[config.mk]
export PLATFORM = sky130hd
export DESIGN_NAME = jpeg_huffman_symbol_decoder_core
export DESIGN_NICKNAME = d
export VERILOG_FILES = /design/src/hdl/jhsd_pkg.sv /design/src/hdl/jhsd_ctrl.sv /design/src/hdl/jhsd_datapath.sv /design/src/hdl/jpeg_huffman_symbol_decoder_core.sv
export SDC_FILE = /design/constraint.sdc
export NUM_CORES = 2
export LEC_CHECK = 0
export BUFFER_PORTS_ARGS = -buffer_cell sky130_fd_sc_hd__buf_2
export CORE_ASPECT_RATIO = 1.4
export CORE_MARGIN = 3
export CORE_UTILIZATION = 63
export CTS_BUF_LIST = sky130_fd_sc_hd__clkbuf_16
export DETAILED_ROUTE_END_ITERATION = 8
export PLACE_DENSITY = 0.79
export SLEW_MARGIN = 20
export SYNTH_ARGS = -nofsm -noshare
export SYNTH_HDL_FRONTEND = slang
export SYNTH_SLANG_ARGS = --single-unit
export TNS_END_PERCENT = 1
[constraint.sdc]
create_clock -name clock -period 7.03 [get_ports clock]
set_input_delay 1.406 -clock clock [delete_from_list [all_inputs] [get_ports clock]]
set_output_delay 1.406 -clock clock [all_outputs]
set_load 0.02 [all_outputs]
[src/hdl/jhsd_pkg.sv]
// ----------------------------------------------------------------------------
// jhsd_pkg
// types and constants shared by the huffman symbol decoder modules
// ----------------------------------------------------------------------------
package jhsd_pkg;

   localparam int MAX_CODE_LENGTH = 16;
   localparam int LEN_W           = 4;
   localparam int DEPTH_W         = 5;
   localparam int CODE_W          = 16;
   localparam int FC_W            = 17;
   localparam int VB_W            = 9;
   localparam int ACC_W           = 18;
   localparam int TOTAL_W         = 12;

   typedef enum logic [2:0] {
      REQ_CLEAR  = 3'd0,
      REQ_COUNT  = 3'd1,
      REQ_APPEND = 3'd2,
      REQ_FINISH = 3'd3,
      REQ_BIT    = 3'd4
   } req_code_type;

   typedef enum logic [1:0] {
      KIND_STATUS = 2'd0,
      KIND_SYMBOL = 2'd1,
      KIND_ERROR  = 2'd2
   } result_kind_type;

   typedef enum logic [2:0] {
      ST_OK        = 3'd0,
      ST_COUNT_BIG = 3'd1,
      ST_EXTRA     = 3'd2,
      ST_MISSING   = 3'd3,
      ST_OVERFLOW  = 3'd4
   } build_status_type;

   typedef struct packed {
      logic do_clear;
      logic do_count;
      logic do_append;
      logic do_finish;
      logic do_bit;
      logic build_step;
      logic build_done;
      logic sym_read;
      logic sym_emit;
   } ctl_cmd_type;

   typedef struct packed {
      logic rsp_free;
      logic bit_hit;
      logic build_last;
   } ctl_status_type;

endpackage

[src/hdl/jhsd_ctrl.sv]
// ----------------------------------------------------------------------------
// jhsd_ctrl
// sequencer: dispatches request beats, runs the table build and symbol read
// ----------------------------------------------------------------------------
module jhsd_ctrl (
   input  logic                    clock,
   input  logic                    reset,
   input  logic                    req_valid,
   output logic                    req_ready,
   input  logic [2:0]              req_type,
   input  jhsd_pkg::ctl_status_type stat,
   output jhsd_pkg::ctl_cmd_type    cmd
);
   import jhsd_pkg::*;

   typedef enum logic [4:0] {
      S_IDLE  = 5'b00001,
      S_BUILD = 5'b00010,
      S_DONE  = 5'b00100,
      S_READ  = 5'b01000,
      S_EMIT  = 5'b10000
   } state_type;

   state_type state_ff;
   state_type state_in;
   logic      accept;

   assign req_ready = (state_ff == S_IDLE) && stat.rsp_free;
   assign accept    = req_valid && req_ready;

   always_comb begin
      state_in = state_ff;
      cmd      = '0;
      case (state_ff)
         S_IDLE: begin
            if (accept) begin
               case (req_type)
                  REQ_CLEAR:  cmd.do_clear = 1'b1;
                  REQ_COUNT:  cmd.do_count = 1'b1;
                  REQ_APPEND: cmd.do_append = 1'b1;
                  REQ_FINISH: begin
                     cmd.do_finish = 1'b1;
                     state_in      = S_BUILD;
                  end
                  REQ_BIT: begin
                     cmd.do_bit = 1'b1;
                     if (stat.bit_hit) begin
                        state_in = S_READ;
                     end
                  end
                  default: ;
               endcase
            end
         end
         S_BUILD: begin
            cmd.build_step = 1'b1;
            if (stat.build_last) begin
               state_in = S_DONE;
            end
         end
         S_DONE: begin
            cmd.build_done = 1'b1;
            state_in       = S_IDLE;
         end
         S_READ: begin
            cmd.sym_read = 1'b1;
            state_in     = S_EMIT;
         end
         S_EMIT: begin
            cmd.sym_emit = 1'b1;
            state_in     = S_IDLE;
         end
         default: state_in = S_IDLE;
      endcase
   end

   always_ff @(posedge clock) begin
      if (reset) begin
         state_ff <= S_IDLE;
      end else begin
         state_ff <= state_in;
      end
   end

endmodule

[src/hdl/jhsd_datapath.sv]
// ----------------------------------------------------------------------------
// jhsd_datapath
// code tables, symbol store, bit walk and result register
// ----------------------------------------------------------------------------
module jhsd_datapath #(
   parameter int MAX_SYMBOLS = 256
) (
   input  logic                     clock,
   input  logic                     reset,
   input  jhsd_pkg::ctl_cmd_type    cmd,
   output jhsd_pkg::ctl_status_type stat,
   input  logic [3:0]               req_length_index,
   input  logic [7:0]               req_code_count,
   input  logic [7:0]               req_symbol_value,
   input  logic                     req_code_bit,
   output logic                     rsp_valid,
   input  logic                     rsp_ready,
   output logic [1:0]               rsp_result_kind,
   output logic [7:0]               rsp_decoded_symbol,
   output logic [2:0]               rsp_build_status
);
   import jhsd_pkg::*;

   localparam int ADDR_W = (MAX_SYMBOLS > 1) ? $clog2(MAX_SYMBOLS) : 1;
   localparam int LOAD_W = $clog2(MAX_SYMBOLS + 1);

   // table state
   logic [7:0]         counts_ff [MAX_CODE_LENGTH];
   logic [7:0]         counts_in [MAX_CODE_LENGTH];
   logic [FC_W-1:0]    fc_ff     [MAX_CODE_LENGTH];
   logic [FC_W-1:0]    fc_in     [MAX_CODE_LENGTH];
   logic [VB_W-1:0]    vb_ff     [MAX_CODE_LENGTH];
   logic [VB_W-1:0]    vb_in     [MAX_CODE_LENGTH];
   logic [LOAD_W-1:0]  loaded_ff, loaded_in;
   logic               excess_ff, excess_in;
   logic               ready_ff, ready_in;
   logic [DEPTH_W-1:0] top_len_ff, top_len_in;
   logic [CODE_W-1:0]  top_code_ff, top_code_in;

   // build loop
   logic [LEN_W-1:0]   len_idx_ff, len_idx_in;
   logic [ACC_W-1:0]   code_acc_ff, code_acc_in;
   logic [TOTAL_W-1:0] total_ff, total_in;
   logic               big_ff, big_in;
   logic               ovf_ff, ovf_in;

   // walk
   logic [CODE_W-1:0]  walk_code_ff, walk_code_in;
   logic [DEPTH_W-1:0] walk_depth_ff, walk_depth_in;
   logic [ADDR_W-1:0]  sym_addr_ff, sym_addr_in;
   logic [7:0]         rd_data_ff;
   logic [7:0]         sym_mem [MAX_SYMBOLS];

   // result register
   logic               rsp_valid_ff, rsp_valid_in;
   logic [1:0]         rsp_kind_ff, rsp_kind_in;
   logic [7:0]         rsp_sym_ff, rsp_sym_in;
   logic [2:0]         rsp_status_ff, rsp_status_in;

   logic [LEN_W-1:0]   tbl_idx;
   logic [7:0]         cnt_sel;
   logic [FC_W-1:0]    fc_sel;
   logic [VB_W-1:0]    vb_sel;
   logic               store_full;

   logic [DEPTH_W-1:0] step_len;
   logic [FC_W-1:0]    step_pow;
   logic [ACC_W-1:0]   step_sum;
   logic [ACC_W-1:0]   step_top;

   logic [CODE_W-1:0]  bit_code;
   logic [DEPTH_W-1:0] bit_len;
   logic [DEPTH_W-1:0] bit_shift;
   logic [CODE_W-1:0]  bit_limit;
   logic [FC_W-1:0]    bit_diff;
   logic [FC_W-1:0]    bit_addr;
   logic               bit_err;
   logic               bit_hit;

   logic [TOTAL_W-1:0] loaded_ext;
   build_status_type   fin_status;

   // one shared read index for the small tables
   assign tbl_idx = cmd.build_step ? len_idx_ff : walk_depth_ff[LEN_W-1:0];
   assign cnt_sel = counts_ff[tbl_idx];
   assign fc_sel  = fc_ff[tbl_idx];
   assign vb_sel  = vb_ff[tbl_idx];

   assign store_full = (loaded_ff >= LOAD_W'(MAX_SYMBOLS));

   // build step for length len_idx + 1
   assign step_len = {1'b0, len_idx_ff} + DEPTH_W'(1);
   assign step_pow = FC_W'(1) << step_len;
   assign step_sum = code_acc_ff + ACC_W'(cnt_sel);
   assign step_top = step_sum - ACC_W'(1);

   // bit walk
   assign bit_code  = {walk_code_ff[CODE_W-2:0], req_code_bit};
   assign bit_len   = walk_depth_ff + DEPTH_W'(1);
   assign bit_shift = top_len_ff - bit_len;
   assign bit_limit = top_code_ff >> bit_shift;
   assign bit_err   = !ready_ff || (bit_len > top_len_ff) || (bit_code > bit_limit);
   assign bit_diff  = {1'b0, bit_code} - fc_sel;
   assign bit_hit   = !bit_err && ({1'b0, bit_code} >= fc_sel) &&
                      (bit_diff < FC_W'(cnt_sel));
   assign bit_addr  = FC_W'(vb_sel) + bit_diff;

   assign loaded_ext = TOTAL_W'(loaded_ff);

   always_comb begin
      if (big_ff) begin
         fin_status = ST_COUNT_BIG;
      end else if (excess_ff || (loaded_ext > total_ff)) begin
         fin_status = ST_EXTRA;
      end else if (loaded_ext < total_ff) begin
         fin_status = ST_MISSING;
      end else if (ovf_ff) begin
         fin_status = ST_OVERFLOW;
      end else begin
         fin_status = ST_OK;
      end
   end

   assign stat.rsp_free   = !rsp_valid_ff || rsp_ready;
   assign stat.bit_hit    = bit_hit;
   assign stat.build_last = (len_idx_ff == LEN_W'(MAX_CODE_LENGTH - 1));

   always_comb begin
      counts_in     = counts_ff;
      fc_in         = fc_ff;
      vb_in         = vb_ff;
      loaded_in     = loaded_ff;
      excess_in     = excess_ff;
      ready_in      = ready_ff;
      top_len_in    = top_len_ff;
      top_code_in   = top_code_ff;
      len_idx_in    = len_idx_ff;
      code_acc_in   = code_acc_ff;
      total_in      = total_ff;
      big_in        = big_ff;
      ovf_in        = ovf_ff;
      walk_code_in  = walk_code_ff;
      walk_depth_in = walk_depth_ff;
      sym_addr_in   = sym_addr_ff;
      rsp_valid_in  = rsp_valid_ff && !rsp_ready;
      rsp_kind_in   = rsp_kind_ff;
      rsp_sym_in    = rsp_sym_ff;
      rsp_status_in = rsp_status_ff;

      if (cmd.do_clear || cmd.do_count || cmd.do_append || cmd.do_finish) begin
         ready_in      = 1'b0;
         walk_code_in  = '0;
         walk_depth_in = '0;
      end

      if (cmd.do_clear) begin
         for (int i = 0; i < MAX_CODE_LENGTH; i++) begin
            counts_in[i] = '0;
         end
         loaded_in = '0;
         excess_in = 1'b0;
      end

      if (cmd.do_count) begin
         counts_in[req_length_index] = req_code_count;
      end

      if (cmd.do_append) begin
         if (store_full) begin
            excess_in = 1'b1;
         end else begin
            loaded_in = loaded_ff + LOAD_W'(1);
         end
      end

      if (cmd.do_finish) begin
         len_idx_in  = '0;
         code_acc_in = '0;
         total_in    = '0;
         big_in      = 1'b0;
         ovf_in      = 1'b0;
         top_len_in  = '0;
         top_code_in = '0;
      end

      if (cmd.build_step) begin
         fc_in[len_idx_ff] = code_acc_ff[FC_W-1:0];
         vb_in[len_idx_ff] = total_ff[VB_W-1:0];
         big_in      = big_ff || (FC_W'(cnt_sel) > step_pow);
         ovf_in      = ovf_ff || (step_sum > ACC_W'(step_pow));
         total_in    = total_ff + TOTAL_W'(cnt_sel);
         code_acc_in = {step_sum[ACC_W-2:0], 1'b0};
         len_idx_in  = len_idx_ff + LEN_W'(1);
         if (cnt_sel != 8'd0) begin
            top_len_in  = step_len;
            top_code_in = step_top[CODE_W-1:0];
         end
      end

      if (cmd.build_done) begin
         ready_in      = (fin_status == ST_OK);
         rsp_valid_in  = 1'b1;
         rsp_kind_in   = KIND_STATUS;
         rsp_sym_in    = '0;
         rsp_status_in = fin_status;
      end

      if (cmd.do_bit) begin
         if (bit_err || bit_hit) begin
            walk_code_in  = '0;
            walk_depth_in = '0;
         end else begin
            walk_code_in  = bit_code;
            walk_depth_in = bit_len;
         end
         if (bit_err) begin
            rsp_valid_in  = 1'b1;
            rsp_kind_in   = KIND_ERROR;
            rsp_sym_in    = '0;
            rsp_status_in = ST_OK;
         end
         if (bit_hit) begin
            sym_addr_in = bit_addr[ADDR_W-1:0];
         end
      end

      if (cmd.sym_emit) begin
         rsp_valid_in  = 1'b1;
         rsp_kind_in   = KIND_SYMBOL;
         rsp_sym_in    = rd_data_ff;
         rsp_status_in = ST_OK;
      end
   end

   always_ff @(posedge clock) begin
      if (reset) begin
         for (int i = 0; i < MAX_CODE_LENGTH; i++) begin
            counts_ff[i] <= '0;
            fc_ff[i]     <= '0;
            vb_ff[i]     <= '0;
         end
         loaded_ff     <= '0;
         excess_ff     <= 1'b0;
         ready_ff      <= 1'b0;
         top_len_ff    <= '0;
         top_code_ff   <= '0;
         len_idx_ff    <= '0;
         walk_code_ff  <= '0;
         walk_depth_ff <= '0;
         rsp_valid_ff  <= 1'b0;
      end else begin
         counts_ff     <= counts_in;
         fc_ff         <= fc_in;
         vb_ff         <= vb_in;
         loaded_ff     <= loaded_in;
         excess_ff     <= excess_in;
         ready_ff      <= ready_in;
         top_len_ff    <= top_len_in;
         top_code_ff   <= top_code_in;
         len_idx_ff    <= len_idx_in;
         walk_code_ff  <= walk_code_in;
         walk_depth_ff <= walk_depth_in;
         rsp_valid_ff  <= rsp_valid_in;
      end
   end

   always_ff @(posedge clock) begin
      code_acc_ff   <= code_acc_in;
      total_ff      <= total_in;
      big_ff        <= big_in;
      ovf_ff        <= ovf_in;
      sym_addr_ff   <= sym_addr_in;
      rsp_kind_ff   <= rsp_kind_in;
      rsp_sym_ff    <= rsp_sym_in;
      rsp_status_ff <= rsp_status_in;
   end

   // symbol store
   always_ff @(posedge clock) begin
      if (cmd.do_append && !store_full) begin
         sym_mem[loaded_ff[ADDR_W-1:0]] <= req_symbol_value;
      end
   end

   always_ff @(posedge clock) begin
      if (cmd.sym_read) begin
         rd_data_ff <= sym_mem[sym_addr_ff];
      end
   end

   assign rsp_valid          = rsp_valid_ff;
   assign rsp_result_kind    = rsp_kind_ff;
   assign rsp_decoded_symbol = rsp_sym_ff;
   assign rsp_build_status   = rsp_status_ff;

endmodule

[src/hdl/jpeg_huffman_symbol_decoder_core.sv]
// ----------------------------------------------------------------------------
// jpeg_huffman_symbol_decoder_core
// canonical huffman table loader, builder and bit-serial symbol decoder
// ----------------------------------------------------------------------------
//  channel   ports                                   direction
//  req       req_valid/req_ready, req_type, fields    in
//  rsp       rsp_valid/rsp_ready, kind/symbol/status  out
//
//  clear, set-count and append beats keep the sequencer idle; so does a bit beat,
//  unless it completes a code (table match, then symbol store read, then emit)
//  finish runs 16 length steps through the shared table read index, then 1 status step
//  no clearing pass after reset: the symbol store needs none
//  req_ready is low while the result register holds a beat that is not taken
// ----------------------------------------------------------------------------
module jpeg_huffman_symbol_decoder_core #(
   parameter int MAX_SYMBOLS = 256
) (
   input  logic       clock,
   input  logic       reset,
   input  logic       req_valid,
   output logic       req_ready,
   input  logic [2:0] req_type,
   input  logic [3:0] req_length_index,
   input  logic [7:0] req_code_count,
   input  logic [7:0] req_symbol_value,
   input  logic       req_code_bit,
   output logic       rsp_valid,
   input  logic       rsp_ready,
   output logic [1:0] rsp_result_kind,
   output logic [7:0] rsp_decoded_symbol,
   output logic [2:0] rsp_build_status
);
   import jhsd_pkg::*;

   ctl_cmd_type    cmd;
   ctl_status_type stat;

   jhsd_ctrl u_ctrl (
      .clock     (clock),
      .reset     (reset),
      .req_valid (req_valid),
      .req_ready (req_ready),
      .req_type  (req_type),
      .stat      (stat),
      .cmd       (cmd)
   );

   jhsd_datapath #(
      .MAX_SYMBOLS (MAX_SYMBOLS)
   ) u_datapath (
      .clock              (clock),
      .reset              (reset),
      .cmd                (cmd),
      .stat               (stat),
      .req_length_index   (req_length_index),
      .req_code_count     (req_code_count),
      .req_symbol_value   (req_symbol_value),
      .req_code_bit       (req_code_bit),
      .rsp_valid          (rsp_valid),
      .rsp_ready          (rsp_ready),
      .rsp_result_kind    (rsp_result_kind),
      .rsp_decoded_symbol (rsp_decoded_symbol),
      .rsp_build_status   (rsp_build_status)
   );

endmodule

==> summary.md <==
| Metric | Value |
|---|---|
| Via-to-Cell Ratio | 7.06 |
| Synth Flop Type | edfxtp_1 |
| Top routing layer in use | met5 |
| Share of power burned in registers | 56.4% |
| Clock latency on the worst-skew pair | 0.90 ns |
| CTS H-tree lvls | 4 |
| Placed wire-length estimate | 189000 um |
| P per Cell Area | 249 mW/mm2 |
| Chip height | 503 um |
| Maximum resistive drop on vdd | 241 uV |
| Sum Neg Setup Slack | 0 ns |
| Register bit total from synthesis | 2682 |
| Launching instance or port of the critical path | u_ctrl.state_ff[4]$_SDFFE_PP0P_ |
| Sw power | 6.48 mW |
| Type of element capturing the critical path | flip-flop |
| Weighted congestion at the end of routability-driven global placement | 0.967 |
| Clock skew | 0.0457 ns |
| Initial antenna violation count | 14 |
| Core area | 0.175 mm2 |
| Via Count | 71200 |
| Power after layout | 30.3 mW |
| Worst-margin pin slew | 1.28 ns |
| Met3 layer wire length in the routed design | 33300 um |
| Largest buffer count on any clock path | 3 |
| Fraction of final layout cells with drive strength greater than 1 | 16.4% |
| Setup Crit Path Kind | reg2reg |
| Area leader, netlist | edfxtp_1 |
| Avg WL per Cell | 33.2 um |
| Relative contribution of combinational cells to total power | 1.5% |
| Maximum fanout along the worst path | 29 |
| Classification of the worst-slack hold path | reg2reg |
| Tightest slew margin relative to the limit | 14.6% |
| Clock tree root driver cell | clkbuf_16 |
| Sort of element at the start of the critical path | flip-flop |
| Avg Synthesized Cell Area | 14.4 um2 |
| Count of warnings emitted by yosys | 0 |
| Layout overhead on the synthesized area | 9.20% |
| Proportion of total power due to net switching | 21.4% |
| Ratio of final minimum period to clock period | 95.8% |
| Remaining Overflow, GRT | 0 |
| Commonest non-fill, non-tap cell in the layout | edfxtp_1 |
| Final hold violation count | 0 |
| Fill cell total of the finished layout | 10500 |
| DRT met1 WL | 109000 um |
| Top-area cell type share of the netlist area | 56.5% |
| Clock-pin transition on the worst setup and hold timing paths | 0.07 ns |
| Pin count of the biggest net entering global routing | 217 |
| Gate count after technology mapping | 7715 |
| Capturing point of the worst reg2reg path | u_datapath.sym_addr_ff[0]$_DFFE_PP_ |
| Total Nets Final | 7736 |
| Setup fix buffers added after clock tree synthesis | 0 |
| CTS Sinks | 2682 |
| Reg2reg path depth | 21 |
| Share of synthesized registers carrying an async set or reset | 0% |
| Number of core rows | 181 |
| Maximum achievable frequency | 149 MHz |
| Static leakage power | 38.2 nW |
| Clock tree from TritonCTS | built |
| Global-route wire length before repair | 487000 um |
| GRT Util Overall | 36.8% |
| Chip width | 361 um |
| First-iteration detailed-routing DRC count | 10500 |
| Internal | 23.8 mW |
| Minimum clock period | 6.73 ns |
| Sequential share of the synthesized area | 67.1% |
| RSZ-0062 raised after global routing | no |
| Top cells by area in the synthesized netlist | edfxtp_1 57%, mux4_2 14%, dfxtp_1 11%, nand2_1 4.9%, a21oi_1 2.8% |
| Number of violations of the max-capacitance limit | 0 |
| Count of pins on the block boundary | 43 |
| First drt pass iteration count | 7 |
| Antenna violation net count after detailed routing | 0 |
| Final max-slew violation count | 0 |
| Full die area | 0.182 mm2 |
| Buffers added on ports | 42 |
| Yosys cell types | 91 |
| R2R Setup Slk | 0.30 ns |
| Number of nets produced by synthesis | 7857 |
| Initial cell density of the core | 63.7% |
| # DRC | 0 |
| Beginning of the worst register-to-register path | u_ctrl.state_ff[4]$_SDFFE_PP0P_ |
| Top library cells by usage in the layout, fill and taps aside | 2095 x edfxtp_1, 1447 x nand2_1, 683 x mux4_2 |
| Number of flops mapped to enable cells by yosys | 2095 |
| Final setup viols | 0 |
| Timing endpoint of the critical path | u_datapath.sym_addr_ff[0]$_DFFE_PP_ |
| Number of buffers inserted during clock tree synthesis | 233 |
| Length of routed met2 wiring | 165000 um |
| Total wire length | 335000 um |
| Post-Synthesis Cell Area | 0.111 mm2 |
| Run status | finished clean |
| Required time worst endpoint | 7.63 ns |
| Vias in the first global route | 69700 |
| Final core utilization | 69.6% |
| Data arrival time of the critical path | 7.33 ns |
| Fraction of power consumed by the clock network | 42.1% |
[power by group through the flow]
stage	Sequential (mW)	Combinational, mW	Clock [mW]
after floorplan	17.4	0.149	0
after global placement	17.4	0.392	0
after detailed placement	17.4	0.416	0
final	17.1	0.444	12.8
after global routing	17.1	0.469	13.3
after CTS	17.1	0.426	12.8
[Yosys cell counts (21+ instances only)]
master and number:
edfxtp_1 2095, nand2_1 1452, mux4_2 683, a21oi_1 618, dfxtp_1 587, nor2_1 445
clkbuf_1 436, nand3_1 381, ha_1 110, o21ai_0 97, buf_1 95, inv_1 77
nor3_1 47, xnor2_1 44, a211oi_1 42, mux2i_1 37, and3_1 34, nand4_1 30
o211ai_1 27, a21o_1 26, nor2b_1 25, nand3b_1 21
[logic make-up after synthesis]
| group | Yosys count | share of synthesized area [%] |
|---|---|---|
| flops | 2682 | 67.1 |
| simple gates | 2539 | 9.65 |
| compound gates | 969 | 5.05 |
| mux | 736 | 14.3 |
| buf+inv | 618 | 2.12 |
| fa+ha+maj | 115 | 1.32 |
| xor+xnor | 56 | 0.441 |
[state kept, by name (all words and copies together) (netlist names), 4 cells and up]
name	count
u_datapath.walk_depth_ff	5
u_datapath.total_ff	12
u_datapath.vb_ff	128
u_datapath.top_code_ff	16
u_datapath.sym_mem	2048
u_datapath.loaded_ff	9
u_datapath.code_acc_ff	17
u_datapath.sym_addr_ff	8
u_datapath.rsp_decoded_symbol	8
u_datapath.rd_data_ff	8
u_datapath.fc_ff	256
u_datapath.counts_ff	128
u_datapath.top_len_ff	5
u_ctrl.state_ff	5
u_datapath.walk_code_ff	15
u_datapath.len_idx_ff	4
[layout make-up]
cell class	instances	area, um2	share of cell area [%]
diodes	7	17.5	0.0144
repair buffers	185	1760	1.45
clock buffers	235	5880	4.84
inverters	77	289	0.238
multi-input cells	4415	34500	28.4
well taps	2287	2860	2.35
clock inverters	202	1520	1.25
flip-flops and latches	2682	74700	61.4
[through the flow]
step / hold WS [ns] / std cells / area, um2 / worst slack (ns)
detailed placement: 0.447 / 9643 / 114000 / 0.242
finish: 0.455 / 10100 / 122000 / 0.298
floorplan: 0.431 / 7715 / 111000 / 0.528
global placement: 0.441 / 9643 / 114000 / 0.430
global route: 0.467 / 10100 / 122000 / 0.00688
CTS: 0.443 / 10100 / 121000 / 0.182
[layer usage]
layer	vias up	global-route usage, %
li1	28900	-
met1	35600	44.7
met2	5511	60.7
met3	1241	7.08
met4	10	24.4
met5	-	0
[what timing repair did]
item | 4_1_cts | 5_1_grt
resized for setup | 0 | 2
hold endpoints to repair | 0 | 0
setup endpoints to repair | 0 | 21
hold buffers | 0 | 0
[worst min path at each step]
stage                                       startpoint                                       end  slack (ns)  cells past startpoint
floorplan           u_datapath.fc_ff[152]$_SDFFE_PP0P_        u_datapath.fc_ff[152]$_SDFFE_PP0P_        0.43                      2
global placement    u_datapath.fc_ff[131]$_SDFFE_PP0P_        u_datapath.fc_ff[131]$_SDFFE_PP0P_        0.44                      2
detailed placement   u_datapath.vb_ff[19]$_SDFFE_PP0P_         u_datapath.vb_ff[19]$_SDFFE_PP0P_        0.45                      2
CTS                 u_datapath.rd_data_ff[3]$_DFFE_PP_  u_datapath.rsp_decoded_symbol[3]$_DFF_P_        0.44                      1
global route         u_datapath.fc_ff[30]$_SDFFE_PP0P_         u_datapath.fc_ff[30]$_SDFFE_PP0P_        0.47                      2
finish              u_datapath.fc_ff[235]$_SDFFE_PP0P_        u_datapath.fc_ff[235]$_SDFFE_PP0P_        0.45                      2
[critical path: stages, from the launching register on]
cell and delay, ns:
dfxtp_1 0.38, or3_4 0.52, nor3_1 0.46, a21o_4 0.45, buf_4 0.33, nand2_1 0.08, nand3_1 0.08, nand2_1 0.06
o211ai_1 0.18, o21ai_0 0.14, ha_1 0.38, xnor2_1 0.96, ha_1 0.47, a21o_1 0.20, a21oi_1 0.14, nor2_1 0.06
nor4_1 0.36, nand3_1 0.11, a2111oi_0 0.40, o21ai_0 0.21, nor3_1 0.18, buf_4 0.23
Note: power is estimated with default switching activity, not from simulation.
